==> src/rtl/pfx_pkg.sv <==
`default_nettype none
// ----------------------------------------------------------------------------
// pfx_pkg
// Shared types and constants of the postfix stack evaluator: the token and
// result beats, operation codes, controller states and the command/status
// bundles between controller and datapath.
// ----------------------------------------------------------------------------
package pfx_pkg;

  localparam int unsigned DATA_W = 32;
  localparam int unsigned OP_W   = 3;

  // value returned by a pop of an empty stack
  localparam logic [DATA_W-1:0] EMPTY_POP_VALUE = 32'hFFFE_7961;

  typedef enum logic [OP_W-1:0] {
    OP_PUSH = 3'd0,
    OP_ADD  = 3'd1,
    OP_SUB  = 3'd2,
    OP_DIV  = 3'd3,
    OP_MUL  = 3'd4
  } op_e;

  typedef struct packed {
    logic [OP_W-1:0]          operation;
    logic signed [DATA_W-1:0] number;
    logic                     last_token;
  } in_t;

  typedef struct packed {
    logic signed [DATA_W-1:0] value;
    logic                     underflow;
    logic                     overflow;
    logic                     divide_by_zero;
  } out_t;

  typedef enum logic [3:0] {
    S_IDLE,
    S_PUSH,
    S_POP_R,
    S_POP_L,
    S_EXEC,
    S_DIV,
    S_FIN_RD,
    S_FIN_OUT
  } state_e;

  // controller -> datapath
  typedef struct packed {
    logic tok_load;  // capture the incoming token
    logic push;      // push number or result onto the stack
    logic pop;       // read the top entry, drop it
    logic cap_r;     // latch popped value as right operand
    logic exec;      // run the ALU or start the divider
    logic div_take;  // latch divider quotient
    logic emit;      // load the result register, clear stack and flags
  } dp_cmd_t;

  // datapath -> controller
  typedef struct packed {
    logic in_is_push;
    logic tok_is_div;
    logic tok_last;
    logic right_zero;
    logic div_done;
    logic out_free;
  } dp_sts_t;

endpackage
`default_nettype wire

==> src/rtl/pfx_ctrl.sv <==
`default_nettype none
// ----------------------------------------------------------------------------
// pfx_ctrl
// Token sequencer: steps each token through pop, execute, push and the
// final pop of a last token, driving the datapath by commands.
// ----------------------------------------------------------------------------
module pfx_ctrl (
  input  wire logic              clk_i,
  input  wire logic              rst_ni,
  input  wire logic              in_valid_i,
  output logic                   in_ready_o,
  input  wire pfx_pkg::dp_sts_t  sts_i,
  output pfx_pkg::dp_cmd_t       cmd_o
);
  import pfx_pkg::*;

  state_e state_q, state_d;

  always_ff @(posedge clk_i or negedge rst_ni) begin
    if (!rst_ni) begin
      state_q <= S_IDLE;
    end else begin
      state_q <= state_d;
    end
  end

  always_comb begin
    state_d    = state_q;
    cmd_o      = '0;
    in_ready_o = 1'b0;
    unique case (state_q)
      S_IDLE: begin
        in_ready_o = 1'b1;
        if (in_valid_i) begin
          cmd_o.tok_load = 1'b1;
          state_d = sts_i.in_is_push ? S_PUSH : S_POP_R;
        end
      end
      S_PUSH: begin
        cmd_o.push = 1'b1;
        state_d = sts_i.tok_last ? S_FIN_RD : S_IDLE;
      end
      S_POP_R: begin
        cmd_o.pop = 1'b1;
        state_d = S_POP_L;
      end
      S_POP_L: begin
        cmd_o.cap_r = 1'b1;
        cmd_o.pop   = 1'b1;
        state_d = S_EXEC;
      end
      S_EXEC: begin
        cmd_o.exec = 1'b1;
        state_d = (sts_i.tok_is_div && !sts_i.right_zero) ? S_DIV : S_PUSH;
      end
      S_DIV: begin
        if (sts_i.div_done) begin
          cmd_o.div_take = 1'b1;
          state_d = S_PUSH;
        end
      end
      S_FIN_RD: begin
        cmd_o.pop = 1'b1;
        state_d = S_FIN_OUT;
      end
      S_FIN_OUT: begin
        if (sts_i.out_free) begin
          cmd_o.emit = 1'b1;
          state_d = S_IDLE;
        end
      end
      default: state_d = S_IDLE;
    endcase
  end

endmodule
`default_nettype wire

==> config.mk <==
export PLATFORM = sky130hd
export DESIGN_NAME = pfx_ctrl
export DESIGN_NICKNAME = d
export VERILOG_FILES = /design/src/rtl/pfx_pkg.sv /design/src/rtl/pfx_ctrl.sv
export SDC_FILE = /design/constraint.sdc
export NUM_CORES = 1
export LEC_CHECK = 0
export ABC_CLOCK_PERIOD_IN_PS = 1300
export BUFFER_PORTS_ARGS = -buffer_cell sky130_fd_sc_hd__buf_2
export CAP_MARGIN = 20
export CORE_AREA = 2 2 39 41
export DETAILED_ROUTE_END_ITERATION = 10
export DIE_AREA = 0 0 41 43
export GPL_ROUTABILITY_DRIVEN = 1
export PLACE_DENSITY = 0.48
export SYNTH_ARGS = -nofsm -noshare
export SYNTH_HDL_FRONTEND = slang
export SYNTH_SLANG_ARGS = --single-unit
export TNS_END_PERCENT = 20
==> constraint.sdc <==
create_clock -name clk_i -period 1.3 [get_ports clk_i]
set_input_delay 0.195 -clock clk_i [delete_from_list [all_inputs] [get_ports clk_i]]
set_output_delay 0.195 -clock clk_i [all_outputs]
set_load 0.01 [all_outputs]
# Word level (Yosys, flattened, before mapping)
# Cells that the tools add are included.
# op_classes
n_eq_ne	10
n_mux	18
reduce_logical	5
# ops
cell	n
$pmux 4 s8	1
$eq 4x3->1 const B	4
$mux 4	3
$mux 1	11
$eq 4x2->1 const B	2
$mux 3	2
$ne 2x2->1 const B	3
$eq 4x1->1 const B	1
$logic_not 4->1	1
$reduce_and 3->1	1
$reduce_or 3->1	1
$mux 2	1
$logic_and 1x1->1	1
$logic_not 1->1	1
# totals
wordCells	34
register_bits	4
inputBits	9
out_inout_bits	8

# Longest topological paths before layout
# Gate-level depths: netlist of the first run.
# depth
ltp_word	4
mapped_depth	4

# Worst setup path after synthesis of the first run
# No wires, ideal clock.
# synth_timing
path_type	reg2out
startpoint	reg state_q[0]
endpoint	out cmd_o[6] in the netlist's numbering
setup_slack_ns	0.098
t_required_ns	1.105
arrival_time_ns	1.007
path_stages_with_launch	4
path_buffers	1
path_cell_list	dfrtp_1 > buf_2 > nor3_2 > and2_1
# synth_lines
element	line	rtl
from (decl)	pfx_ctrl.sv:17	state_e state_q, state_d;
from (signal assigned)	pfx_ctrl.sv:23	state_q <= state_d;
to (decl)	pfx_ctrl.sv:13	output pfx_pkg::dp_cmd_t cmd_o

==> results of run 1 <==
## kinds of logic after synthesis
kind of cell | Yosys count
AND/OR/NAND/NOR | 17
buffers and inverters | 6
AO/OA/AOI/OAI | 9
flip-flops | 3
## cells in the mapped netlist (all sizes together)
library cell,count
o21bai,1
a222oi,1
a2bb2oi,1
o32ai,1
nand2,6
nor3,1
a21oi,1
inv,3
o21ai,2
a211oi,1
nor3b,3
nor2,5
nor2b,1
and2,1
a311oi,1
buf,3
dfrtp,3
## cell usage in the layout, fill, tap and decap left out, types with 2 or more instances in the layout
cell,count
sky130_fd_sc_hd__nand2_1,5
sky130_fd_sc_hd__nor3b_1,2
sky130_fd_sc_hd__o21ai_0,2
sky130_fd_sc_hd__buf_4,7
sky130_fd_sc_hd__dfrtp_2,3
sky130_fd_sc_hd__buf_2,17
sky130_fd_sc_hd__clkbuf_4,3
sky130_fd_sc_hd__inv_1,2
sky130_fd_sc_hd__nor2_1,5
## per-layer routing
| layer | global-route usage, % | vias up | routed length, microns |
|---|---|---|---|
| li1 | - | 178 | - |
| met4 | 4.000 | 0 | 0 |
| met2 | 18.75 | 14 | 392 |
| met1 | 14.47 | 152 | 402 |
| met3 | 3.141 | 0 | 61 |
| met5 | 0 | - | 0 |
## final cells by class
class	instances	area, sq um	share of cell area [%]
clock buffer	4	26.28	5.615
inverter	3	11.26	2.406
multi-input combinational	26	172.7	36.90
sequential	3	78.83	16.84
tap	16	20.02	4.278
timing repair buffer	26	158.9	33.96
## through the flow
stage	instance area, sq um	power [mW]
2_1_floorplan	274.0	0.6192
3_3_place_gp	354.1	0.7387
3_5_place_dp	354.1	0.7360
4_1_cts	465.4	1.149
5_1_grt	467.9	1.266
6_report	467.9	1.145
## worst paths after layout
path	start	end	slack [ns]	depth (start not counted)
min in group asynchronous	rst_ni	state_q[0]	0.29	2
max in group asynchronous	rst_ni	state_q[1]	0.89	2
max	state_q[1]	cmd_o[5]	-0.03	3
max reg2reg	state_q[1]	state_q[1]	0.08	4
min	sts_i[5]	state_q[0]	0.26	3
min reg2reg	state_q[0]	state_q[2]	0.77	3
## power groups by stage
stage	logic (mW)	registers (mW)	clock network (mW)
after global routing	0.805	0.273	0.187
after floorplan	0.439	0.180	0
after global placement	0.453	0.286	0
after detailed placement	0.451	0.285	0
after CTS	0.718	0.261	0.171
final	0.722	0.260	0.163
## critical path, delay by kind of cell (launching register included)
kind	cells	cell delay (ns)
buffers and inverters	2	0.30
flip-flops	1	0.43
AND/OR/NAND/NOR	1	0.18
## what timing repair did
action	in CTS	in global routing
buffers inserted	8	0
gates resized for setup	9	1
hold buffers	1	0
pin swaps	3	1
setup endpoints to repair	8	8
endpoints found under the hold margin	3	0
==> summary.md, run 1 <==
| Metric | Value |
|---|---|
| Post-synthesis share of cell area spent on full adders, half adders and majority gates | 0% |
| Number of I/O pins | 17 |
| Total via count in the routed design | about 340 |
| Number of filler cells placed in the layout | 159 |
| Worst Setup End Kind | output pin |
| Part of the total power dissipated in the clock network | between 10 and 15% |
| Violated checks | setup timing |
| Vias in the first global route | about 340 |
| Area of the die | 1763 sq um |
| Setup-violating endpoint count in the final report | 5 |
| Portion of synthesized cell area occupied by the leading cell type | between 20 and 30% |
| Initial drt markers | 4 |
| Proportion of synthesized chip area in sequential cells | about 27% |
| Final Core Density | about a third |
| Synthesis-to-finish area growth | 70.78% |
| First-pass GRT wire length | about 1400 microns |
| Clock tree skew after final layout | ~0.0030 ns |
| Unrepaired setup endpoints after global routing | yes |
| Synth Area per Inst | 7.829 sq um |
| Clock Sinks | 3 |
| Total number of nets in the final design | 72 |
| Number of iterations in the first detailed-routing pass | 4 |
| Min Clock Period, post-route | ~1.3 ns |
| Chain of cells forming the critical path | buf_6, nor3b_4, buf_2 |
| Pwr dens | roughly 2400 nW/um^2 |
| Setup total negative slack | -0.1142 ns |
| Row count | 14 |
| Maximum number of pins on one net before global-route repair | 10 |
| Switch Pwr | around 0.5 mW |
| Worst path max stage delay | about 0.43 ns |
| TritonCTS Buffers | 3 |
| DPL Wire Length | 534.3 microns |
| Initial core utilization | between 10% and 20% |
| CP max FO | 4 |
| Routed length per placed instance | 10.97 microns |
| Overflow left after global routing | 0 |
| Clock tree from TritonCTS | yes |
| Clock Tree Root | sky130_fd_sc_hd__clkbuf_4 |
| Number of H-tree levels | 1 |
| GRT Resource Usage Total | approximately an eighth |
| Mapped Nets | 44 |
| Type of the most critical hold path | input pin to register |
| Smallest setup slack after layout | -0.03203 ns |
| Dominant combinational cell family by area after synthesis | simple AND/OR/NAND/NOR gates |
| Combinational fraction of design power | 63.1% |
| Die X-Extent | roughly 41 microns |
| Least-Margin Pin Slew | about 0.31 ns |
| Xor and xnor area share after synthesis | 0% |
| DRT antenna net count | 0 |
| Leading cell types by total area after synthesis | sky130_fd_sc_hd__dfrtp_1 27%, sky130_fd_sc_hd__buf_6 8.2%, sky130_fd_sc_hd__nand2_1 6.8% |
| Critical Path Start Type | register |
| Result of the run | complete, but fails checks |
| Share of synthesized cell area in and, or, nand and nor gates | 34.25% |
| Number of flip-flops under the largest register name | 3 |
| Pre-CTS WS | slightly below 0.03 ns |
| Critical setup path kind | register to output pin |
| Routed via count divided by cell count | 4.410 |
| Netlist area before placement | between 200 and 300 sq um |
| Max-slew headroom | 79.20% |
| Biggest regs | state_q x3 |
| Switching power as a share of total power | approximately 43% |
| N_diodes | 0 |
| Final non-filler cell total | 78 |
| Cell type with the highest aggregate area in the netlist | sky130_fd_sc_hd__dfrtp_1 |
| Area of the core | approximately 1400 sq um |
| Post-route worst hold slack | about 0.26 ns |
| Multiplexer fraction of the synthesized cell area | 0% |
| Skew-Pair Late Insertion Delay | between 0.2 and 0.25 ns |
| Final period util | 102.5% |
| Register bit total from synthesis | 3 |
| Initial antenna violation count | 0 |
| Netlist cell types | 20 |
| Critical path's slowest cell | sky130_fd_sc_hd__dfrtp_2 |
| Layout cell share with drive strength beyond 1 | ~56% |
| Number of cells in the design after placement | 65 |
| Data arrival time of the worst path | about 1.1 ns |
| Timing-limited maximum frequency | 0.7507 GHz |
| Die span in y | 43 microns |
| Final Routed Wirelength | 856 microns |
| Mapped Cells | 35 |
| DRC violations left | 0 |
| MaxCap Viol Count | 0 |
| Slew Limit Fails | 0 |
| Worst voltage drop across the vdd grid | roughly 590 uV |
| Final hold vios | 0 |
| Post-synthesis compound-gate area fraction | about a quarter |
| Gp weighted congestion | approximately 0.73 |
| Clock buffer depth | 2 |
| Number of buffers inserted by port buffering | 16 |
| Reg power frac | between 20 and 25% |
| Largest register by flop count | state_q |
| Leakage power figure | around 0.24 nW |
| WP data required | roughly 1.1 ns |
| Number of warnings issued by yosys | 0 |
| Internal power | between 0.6 and 0.7 mW |
| Clock slew at the register clock pins of the worst setup and hold paths | around 0.04 ns |
Note: power is estimated with default switching activity, not from simulation.
==> run 2: changes to the inputs <==
==> constraint.sdc (replaced) <==
create_clock -name clk_i -period 1.3 [get_ports clk_i]
set_input_delay 0.065 -clock clk_i [delete_from_list [all_inputs] [get_ports clk_i]]
set_output_delay 0.065 -clock clk_i [all_outputs]
set_load 0.01 [all_outputs]
==> run 2 against run 1 <==
Core utilization is 2.4 points lower. Maximum frequency is 6.9% higher. Critical path type unchanged. Global-route usage is 1.9 points lower. Sequential power is 14% higher. Register-to-register slack hardly changed. Power is 9.2% lower. The run now ends clean. Highest routed layer is now met4. Non-clock buffer count is 4 lower. Clock skew hardly changed. First-iteration DRC count is 75% higher. Clock power is 4% higher. Critical endpoint is now cmd_o[1].
==> summary.md, run 2 (synthesis results as in run 1) <==
| Metric | Value |
|---|---|
| Clock tree skew after final layout | 0.003472 ns (was 0.003042 ns) |
| Number of flip-flops under the largest register name | 3 (unchanged) |
| Total via count in the routed design | 337 (was 344) |
| Final period util | 95.86% (was 102.5%) |
| Routed via count divided by cell count | 4.554 (was 4.410) |
| DPL Wire Length | 519.1 microns (was 534.3 microns) |
| Result of the run | complete, no violations (was complete, but fails checks) |
| Die span in y | 43 microns (unchanged) |
| Type of the most critical hold path | input pin to register (unchanged) |
| Initial core utilization | 19.80% (unchanged) |
| GRT Resource Usage Total | 9.839% (was 11.75%) |
| Worst voltage drop across the vdd grid | 532.5 uV (was 593.7 uV) |
| N_diodes | 0 (unchanged) |
| Slew Limit Fails | 0 (unchanged) |
| Unrepaired setup endpoints after global routing | yes (unchanged) |
| Die X-Extent | 41 microns (unchanged) |
| Critical setup path kind | register to output pin (unchanged) |
| Final Core Density | 31.37% (was 33.82%) |
| Number of H-tree levels | 1 (unchanged) |
| Met3 track utilization from global routing | 1.571% (was 3.141%) |
| Commonest non-fill, non-tap cell in the layout | sky130_fd_sc_hd__buf_2 (unchanged) |
| Initial antenna violation count | 0 (unchanged) |
| Routed length per placed instance | 11.03 microns (was 10.97 microns) |
| Least-Margin Pin Slew | 0.3256 ns (was 0.3120 ns) |
| Largest register by flop count | state_q (unchanged) |
| Number of buffers inserted by port buffering | 16 (unchanged) |
| Pwr dens | 2394 nW/um^2 (was 2447 nW/um^2) |
| Vias in the first global route | 270 (was 336) |
| Clock slew at the register clock pins of the worst setup and hold paths | 0.04 ns (about the same) |
| Clock tree from TritonCTS | yes (unchanged) |
| Timing-limited maximum frequency | 0.8025 GHz (was 0.7507 GHz) |
| Clock Sinks | 3 (unchanged) |
| CP max FO | 12 (was 4) |
| Data arrival time of the worst path | 1.18 ns (was 1.14 ns) |
| Maximum number of pins on one net before global-route repair | 13 (was 10) |
| Skew-Pair Late Insertion Delay | 0.24 ns (was 0.23 ns) |
| Biggest regs | state_q x3 (unchanged) |
| Area of the die | 1763 sq um (unchanged) |
| Initial drt markers | 7 (was 4) |
| WP data required | 1.24 ns (was 1.11 ns) |
| First-pass GRT wire length | 1145 microns (was 1407 microns) |
| Clock buffer depth | 2 (unchanged) |
| Clock Tree Root | sky130_fd_sc_hd__clkbuf_4 (unchanged) |
| Max-slew headroom | 78.29% (was 79.20%) |
| Setup-violating endpoint count in the final report | 0 (was 5) |
| Number of filler cells placed in the layout | 164 (was 159) |
| Global-route met1 utilization | 14.15% (was 14.47%) |
| TritonCTS Buffers | 3 (unchanged) |
| Worst Setup End Kind | output pin (unchanged) |
| Layout cell share with drive strength beyond 1 | 51.72% (was 56.45%) |
| Overflow left after global routing | 0 (unchanged) |
| Final hold vios | 0 (unchanged) |
| Global routing met2 resource utilization | 11.25% (was 18.75%) |
| Leakage power figure | 0.2227 nW (was 0.2429 nW) |
| Number of iterations in the first detailed-routing pass | 4 (unchanged) |
| DRT antenna net count | 0 (unchanged) |
| Gp weighted congestion | 0.7271 (was 0.7315) |
| DRC violations left | 0 (unchanged) |
| Most used routing layer in global routing | met1 (was met2) |
| Highest-count cells in the layout ignoring fill and taps | 16 x sky130_fd_sc_hd__buf_2, 5 x sky130_fd_sc_hd__nand2_1, 5 x sky130_fd_sc_hd__nor2_1, 4 x sky130_fd_sc_hd__buf_4 (was 17 x sky130_fd_sc_hd__buf_2, 7 x sky130_fd_sc_hd__buf_4, 5 x sky130_fd_sc_hd__nand2_1, 5 x sky130_fd_sc_hd__nor2_1) |
| Synthesis-to-finish area growth | 58.45% (was 70.78%) |
| Final Routed Wirelength | 816 microns (was 856 microns) |
| MaxCap Viol Count | 0 (unchanged) |
| Total number of nets in the final design | 68 (was 72) |
| Number of I/O pins | 17 (unchanged) |
| Critical Path Start Type | register (unchanged) |
| Row count | 14 (unchanged) |
| Setup total negative slack | 0 ns (was -0.1142 ns) |
| Min Clock Period, post-route | 1.246 ns (was 1.332 ns) |
| Area of the core | 1384 sq um (unchanged) |
run 2: cell count changes in the layout (fill, tap and decap cells not counted):
cell                      before  now
sky130_fd_sc_hd__inv_1         2    3
sky130_fd_sc_hd__buf_2        17   16
sky130_fd_sc_hd__buf_4         7    4
sky130_fd_sc_hd__inv_2         1    0
sky130_fd_sc_hd__nor3b_2       0    1
sky130_fd_sc_hd__nor3b_4       1    0
run 2: critical path, stage by stage, from the launching register on:
cell	delay, ns
sky130_fd_sc_hd__dfrtp_2	0.49
sky130_fd_sc_hd__nand2_1	0.10
sky130_fd_sc_hd__nor3b_1	0.19
sky130_fd_sc_hd__buf_2	0.16
run 2: path summary, 6_finish.rpt:
path                                  from         end  slack (ns)  depth (start not counted)
worst min-delay path            in_valid_i  state_q[1]        0.13                          3
worst min register to register  state_q[0]  state_q[2]        0.60                          1
min in group asynchronous           rst_ni  state_q[2]        0.15                          2
worst max-delay path            state_q[2]    cmd_o[1]        0.05                          3
max in group asynchronous           rst_ni  state_q[0]        1.03                          2
worst max register to register  state_q[2]  state_q[1]        0.09                          3
run 2: layout make-up:
| type | instances | area [sq um] | area share (%) |
|---|---|---|---|
| multi-input cells | 26 | 166.4 | 38.33 |
| repair buffers | 22 | 131.4 | 30.26 |
| flip-flops and latches | 3 | 78.83 | 18.16 |
| clock buffers | 4 | 26.28 | 6.052 |
| well taps | 16 | 20.02 | 4.611 |
| inverters | 3 | 11.26 | 2.594 |
run 2: layer usage:
metal  part of all wire [%]  vias to the layer above
met5                      0                        -
li1                       -                      167
met3                    6.1                        2
met2                     50                       12
met1                     41                      156
met4                    2.3                        0
run 2: power by group:
| group | total (mW) | switching (mW) | internal [mW] |
|---|---|---|---|
| clock | 0.170 | 0.0544 | 0.115 |
| sequential | 0.296 | 0.144 | 0.151 |
| combinational | 0.574 | 0.262 | 0.312 |
run 2: stage by stage:
stage / instances / total power [mW] / cell area (sq um) / setup slack, ns / hold slack [ns]
after global placement: 64 / 0.7097 / 346.6 / 0.09200 / -0.1363
final: 74 / 1.040 / 434.2 / 0.05382 / 0.1300
after floorplan: 35 / 0.6192 / 274.0 / 0.2200 / -0.2306
after detailed placement: 64 / 0.7086 / 346.6 / 0.07612 / -0.1381
after global routing: 74 / 1.139 / 434.2 / -0.02018 / 0.1485
after CTS: 69 / 0.8954 / 386.6 / 0.01723 / 0.1128
run 2: timing repair:
action	CTS	global route
buffers inserted	0	5
hold endpoints to repair	3	0
endpoints found under the setup margin	3	1
hold buffers	1	0
gates resized for setup	3	4
